===== config.mk =====
export PLATFORM = sky130hd
export DESIGN_NAME = vmix_ram
export DESIGN_NICKNAME = d
export VERILOG_FILES = /design/src/vmix_ram.sv
export SDC_FILE = /design/constraint.sdc
export NUM_CORES = 2
export LEC_CHECK = 0
export ABC_AREA = 1
export BUFFER_PORTS_ARGS = -buffer_cell sky130_fd_sc_hd__clkbuf_2
export CORE_UTILIZATION = 40
export CTS_BUF_LIST = sky130_fd_sc_hd__clkbuf_4 sky130_fd_sc_hd__clkbuf_8
export CTS_CLUSTER_DIAMETER = 50
export DETAILED_ROUTE_END_ITERATION = 8
export HOLD_SLACK_MARGIN = 0.06
export PLACE_DENSITY = 0.62
export SKIP_LAST_GASP = 1
export SYNTH_ARGS = -nofsm -noshare
export SYNTH_HDL_FRONTEND = slang
export SYNTH_SLANG_ARGS = --single-unit

===== constraint.sdc =====
create_clock -name clk -period 1.6 [get_ports clk]
set_input_delay 0.08 -clock clk [delete_from_list [all_inputs] [get_ports clk]]
set_output_delay 0.08 -clock clk [all_outputs]
set_load 0.03 [all_outputs]

===== src/vmix_ram.sv =====
// Generic single-write, single-read RAM with registered read data.
// Depends on nothing; holds the mixer's sample bytes.
module vmix_ram #(
  parameter int WIDTH = 8,
  parameter int DEPTH = 256
) (
  input  logic                     clk,
  input  logic                     wr_en,
  input  logic [$clog2(DEPTH)-1:0] wr_addr,
  input  logic [WIDTH-1:0]         wr_data,
  input  logic [$clog2(DEPTH)-1:0] rd_addr,
  output logic [WIDTH-1:0]         rd_data
);

  logic [WIDTH-1:0] mem [DEPTH];

  always_ff @(posedge clk) begin
    if (wr_en) begin
      mem[wr_addr] <= wr_data;
    end
    rd_data <= mem[rd_addr];
  end

endmodule


### Word level (Yosys, flattened, before mapping)

Memories as Yosys holds them, arrays and structs flattened. A register that Yosys moved wholly into a read port is not among the register bits.
Cells that the tools add are included.

* muxes and demuxes: 2

Operator list (number)
* 1-bit two-way mux: 2

* word-level logic and storage cells: 3
* memory bits (writable): 2048
* flip-flop bits (word level): 0
* output and inout bits: 8
* input bits: 26
* memories kept: 1

Memory list
* mem: words 256, width 8, read ports 1, clocked after Yosys merged registers in 1, write ports 1, RTL line 15 `logic [WIDTH-1:0] mem [DEPTH];`

### Depth between registers and ports, before layout

* depth after elaboration: 2
* mapped depth: 15
* gate-level depth less buffers: 11

### Least setup slack after synthesis

OpenSTA, ideal clock, no wires.

* kind: in2reg
* start: in wr_en
* end: mem mem[162][0], enable pin
* setup time: 0.370 ns
* cell stages on the path: 4
* arrival: 1.201 ns
* path buffers: 2
* slack: 0.029 ns
* data required time: 1.230 ns
* cell sequence: clkbuf_1 -> nand3_1 -> clkbuf_1 -> nor2_1

* word-level cells in the longest chain between the ends: 2

Ends and longest elaborated chain
* start, declared: RTL line 8 `input logic wr_en,`
* 1-bit two-way mux: RTL line 18 `if (wr_en) begin`
* 1-bit two-way mux (not written as such): RTL line 19 `mem[wr_addr] <= wr_data;`
* end, declared: RTL line 15

No other way between the ends.

### Final worst setup path

* start: reg rd_data[7], read port of mem
* end: out rd_data[7]

RTL lines
* start, declared: RTL line 12 `output logic [WIDTH-1:0] rd_data`

No word-level cell between the ends.

==> run_summary.xml <==
<?xml version="1.0" encoding="UTF-8"?>
<metrics>
  <group name="grt">
    <metric name="grt-ovfl-total" unit="">0</metric>
    <metric name="number_of_global_route_vias_before_repair" unit="">56222</metric>
    <metric name="grt_first_pass_wirelength" unit="mm">361</metric>
    <metric name="grt_resource_usage_total" unit="">0.229</metric>
    <metric name="grt_start_max_net_pins" unit="">80</metric>
    <metric name="initial_antenna_violation_count" unit="">14</metric>
  </group>
  <group name="power_and_ir_drop">
    <metric name="pwr_density_cell" unit="nW/um^2">1120</metric>
    <metric name="max-vdd-ir-drop" unit="uV">978</metric>
    <metric name="net-switching-power" unit="mW">26.6</metric>
    <metric name="fin_total_pwr" unit="mW">113</metric>
    <metric name="power_frac_seq" unit="">0.527</metric>
    <metric name="p_leak" unit="nW">36.3</metric>
    <metric name="combPwrFrac" unit="">0.076</metric>
    <metric name="p_int" unit="mW">86.3</metric>
    <metric name="clock_network_power_share" unit="">0.397</metric>
    <metric name="power.switching_fraction" unit="">0.236</metric>
  </group>
  <group name="synthesis">
    <metric name="synth-seq-cells" unit="">2056</metric>
    <metric name="netlist_instances" unit="">7003</metric>
    <metric name="netlist_area" unit="um^2">83400</metric>
    <metric name="synth_warnings" unit="">0</metric>
    <metric name="synth.yosys.seq_area_share" unit="">0.739</metric>
    <metric name="syn_avg_cell_area" unit="um^2">11.9</metric>
    <metric name="synth.net_count" unit="">7029</metric>
    <metric name="synth_cell_type_count" unit="">14</metric>
  </group>
  <group name="drt">
    <metric name="detail_route.first_pass.iterations" unit="">6</metric>
    <metric name="dr.first_iter.drc_count" unit="">6275</metric>
    <metric name="routed_via_density" unit="">5.40</metric>
    <metric name="wire_per_inst" unit="um">22.9</metric>
    <metric name="remaining_drc_errors" unit="">0</metric>
    <metric name="dr_total_vias" unit="">57702</metric>
    <metric name="post_route_antenna_net_violation_count" unit="">0</metric>
    <metric name="routed_wl" unit="mm">244</metric>
  </group>
  <group name="clock_tree">
    <metric name="cts_setup_buffers" unit="">0</metric>
    <metric name="cts_buffer_depth" unit="">4</metric>
    <metric name="clk_latency" unit="ns">1.10</metric>
    <metric name="clkSinkCount" unit="">2056</metric>
    <metric name="cts-root-buf" unit="">sky130_fd_sc_hd__clkbuf_8</metric>
    <metric name="cts_tree" unit="">built</metric>
    <metric name="cts.htree.levels" unit="">5</metric>
    <metric name="cts.clk_slew.worst_paths" unit="ns">0.06</metric>
    <metric name="cts_buffers" unit="">350</metric>
  </group>
  <group name="setup_path">
    <metric name="criticalPathCategory" unit="">reg -&gt; out</metric>
    <metric name="crit_path_top_delay_cell" unit="">sky130_fd_sc_hd__dfxtp_4</metric>
    <metric name="worstPathRequired" unit="ns">1.52</metric>
    <metric name="critPathMaxStageDelay" unit="ns">0.41</metric>
    <metric name="worst_setup_path_end_kind" unit="">output pin</metric>
    <metric name="setup.worst_path.start_class" unit="">register</metric>
    <metric name="cp_num_buf_inv" unit="">1</metric>
    <metric name="cp_top_family" unit="">flip-flops</metric>
    <metric name="worst-endpoint-arrival" unit="ns">1.60</metric>
    <metric name="path_cells" unit="">buf_8</metric>
    <metric name="crit_fanout" unit="">1</metric>
  </group>
  <group name="floorplanning">
    <metric name="io_pins" unit="">34</metric>
    <metric name="initial_utilization" unit="">0.403</metric>
    <metric name="placement_rows" unit="">167</metric>
    <metric name="die-height" unit="um">459</metric>
    <metric name="floorplan.die_area" unit="um^2">210000</metric>
    <metric name="coreArea" unit="um^2">207000</metric>
    <metric name="die_width" unit="um">459</metric>
  </group>
  <group name="sta">
    <metric name="setup_violations" unit="">8</metric>
    <metric name="finalWorstSetupSlack" unit="ns">-0.0765</metric>
    <metric name="min_period" unit="ns">1.68</metric>
    <metric name="worst_slew_margin_rel" unit="">0.262</metric>
    <metric name="fin_hold_ws" unit="ns">0.132</metric>
    <metric name="unrepaired_setup_endpoints_after_global_routing" unit="">true</metric>
    <metric name="worst_slew_pin_slew" unit="ns">1.10</metric>
    <metric name="fmaxAchievable" unit="MHz">596</metric>
    <metric name="final-max-slew-violation-count" unit="">0</metric>
    <metric name="final-hold-violation-count" unit="">0</metric>
    <metric name="layout_worst_path_cycle_share" unit="">1.05</metric>
    <metric name="fin_skew" unit="ns">0.0675</metric>
  </group>
  <group name="final_layout">
    <metric name="mostFrequentLayoutCells" unit="">sky130_fd_sc_hd__nand2_1, sky130_fd_sc_hd__edfxtp_1, sky130_fd_sc_hd__nand3_1</metric>
    <metric name="utilization" unit="">0.487</metric>
    <metric name="area_delta_synth_final" unit="%">20.9</metric>
    <metric name="post_route_cells_drive_above_1_share" unit="">0.197</metric>
    <metric name="layout.cells.most_common" unit="">sky130_fd_sc_hd__nand2_1</metric>
    <metric name="fin_nets" unit="">7670</metric>
  </group>
  <group name="place">
    <metric name="io_port_bufs" unit="">33</metric>
    <metric name="worst_slack_after_detailed_placement" unit="ns">-0.919</metric>
    <metric name="place.gp.congestion" unit="">0.900</metric>
    <metric name="dp_hpwl" unit="mm">152</metric>
  </group>
  <group name="hold_path">
    <metric name="timing.hold.worst.class" unit="">in -&gt; reg</metric>
  </group>
  <group name="run_status">
    <metric name="violations_in_the_final_reports" unit="">negative setup slack</metric>
    <metric name="status" unit="">finished with violations</metric>
  </group>
  <group name="run">
    <metric name="cap_viol_max_count" unit="">0</metric>
  </group>
</metrics>
kinds of logic (layout without fill, tap and decap cells):
logic type | count (synthesis) | count (layout) | synth area share
buf+inv | 522 | 1401 | 0.0312
other cells | 0 | 8 | 0
simple gates | 4425 | 4425 | 0.229
flops | 2056 | 2056 | 0.739
flip-flops by register name, indices dropped and copies added (netlist names):
register / flops
mem: 2048
rd_data: 8
metal layers:
layer  GRT usage  wire length [um]
met1       0.306             97400
met5           0                 0
met4      0.0954              9390
met2       0.368            116000
met3      0.0411             21300
cell type report:
type                       instances  area, um^2
fill                           17955      106000
tap                             2788        3490
timing repair buffer             772        8130
multi-input combinational       4425       20900
inverter                          39         180
clock inverter                   123         706
clock buffer                     467        5760
sequential                      2056       61700
antenna                            8        20.0
worst register-to-register path, cell delays in order, from the launching register on:
cell and delay (ns):
sky130_fd_sc_hd__edfxtp_1 0.37, sky130_fd_sc_hd__nand2_1 0.08, sky130_fd_sc_hd__nand3_1 0.08, sky130_fd_sc_hd__nand3_1 0.15, sky130_fd_sc_hd__nand3_1 0.14, sky130_fd_sc_hd__nand3_2 0.15, sky130_fd_sc_hd__nand3_4 0.16, sky130_fd_sc_hd__nand3_1 0.16
sky130_fd_sc_hd__nand2_2 0.07, sky130_fd_sc_hd__nand2_1 0.08, sky130_fd_sc_hd__nand2_1 0.06
cells in the mapped netlist:
cell | instances | area [um^2]
sky130_fd_sc_hd__nand2_1 | 2123 | 7970
sky130_fd_sc_hd__edfxtp_1 | 2048 | 61500
sky130_fd_sc_hd__nand3_1 | 2019 | 10100
sky130_fd_sc_hd__nor2_1 | 283 | 1060
sky130_fd_sc_hd__buf_2 | 268 | 1340
sky130_fd_sc_hd__clkbuf_1 | 112 | 420
sky130_fd_sc_hd__buf_4 | 46 | 345
sky130_fd_sc_hd__buf_1 | 40 | 150
sky130_fd_sc_hd__inv_1 | 36 | 135
sky130_fd_sc_hd__buf_6 | 16 | 180
sky130_fd_sc_hd__dfxtp_1 | 8 | 160
sky130_fd_sc_hd__inv_2 | 2 | 7.51
sky130_fd_sc_hd__buf_8 | 1 | 15.0
sky130_fd_sc_hd__inv_4 | 1 | 6.26
final timing paths:
kind | endpoint | slack (ns) | depth (start not counted) | startpoint
setup / recovery | rd_data[7] | -0.08 | 1 | rd_data[7]
hold / removal | mem[98][2] | 0.13 | 2 | wr_data[2]
setup reg to reg | rd_data[1] | 0.01 | 10 | mem[187][1]
hold reg to reg | rd_data[1] | 0.95 | 10 | mem[30][1]
power by group through the flow:
stage / Sequential, mW / Combinational, mW / Clock [mW]
2_1_floorplan: 60.6 / 3.66 / 0
3_5_place_dp: 60.6 / 7.87 / 0
4_1_cts: 59.5 / 8.28 / 45.5
5_1_grt: 59.4 / 9.18 / 47.7
3_3_place_gp: 60.6 / 7.79 / 0
6_report: 59.5 / 8.62 / 44.8
per-stage QoR:
stage | area (um^2) | cells | setup TNS (ns)
floorplan | 83400 | 7003 | 0
global placement | 92100 | 10044 | -9.34
detailed placement | 92100 | 10044 | -16.90
CTS | 99700 | 10670 | -1.64
global route | 101000 | 10674 | -0.869
finish | 101000 | 10678 | -0.258
repair_timing:
action                                  in CTS  in global routing
endpoints found under the hold margin     4044                  1
hold buffers                                36                  1
gates cloned                                 0                  2
pin swaps                                   10                 80
resized for setup                          161                233
endpoints found under the setup margin      16                993
(Power assumes the default switching activity.)
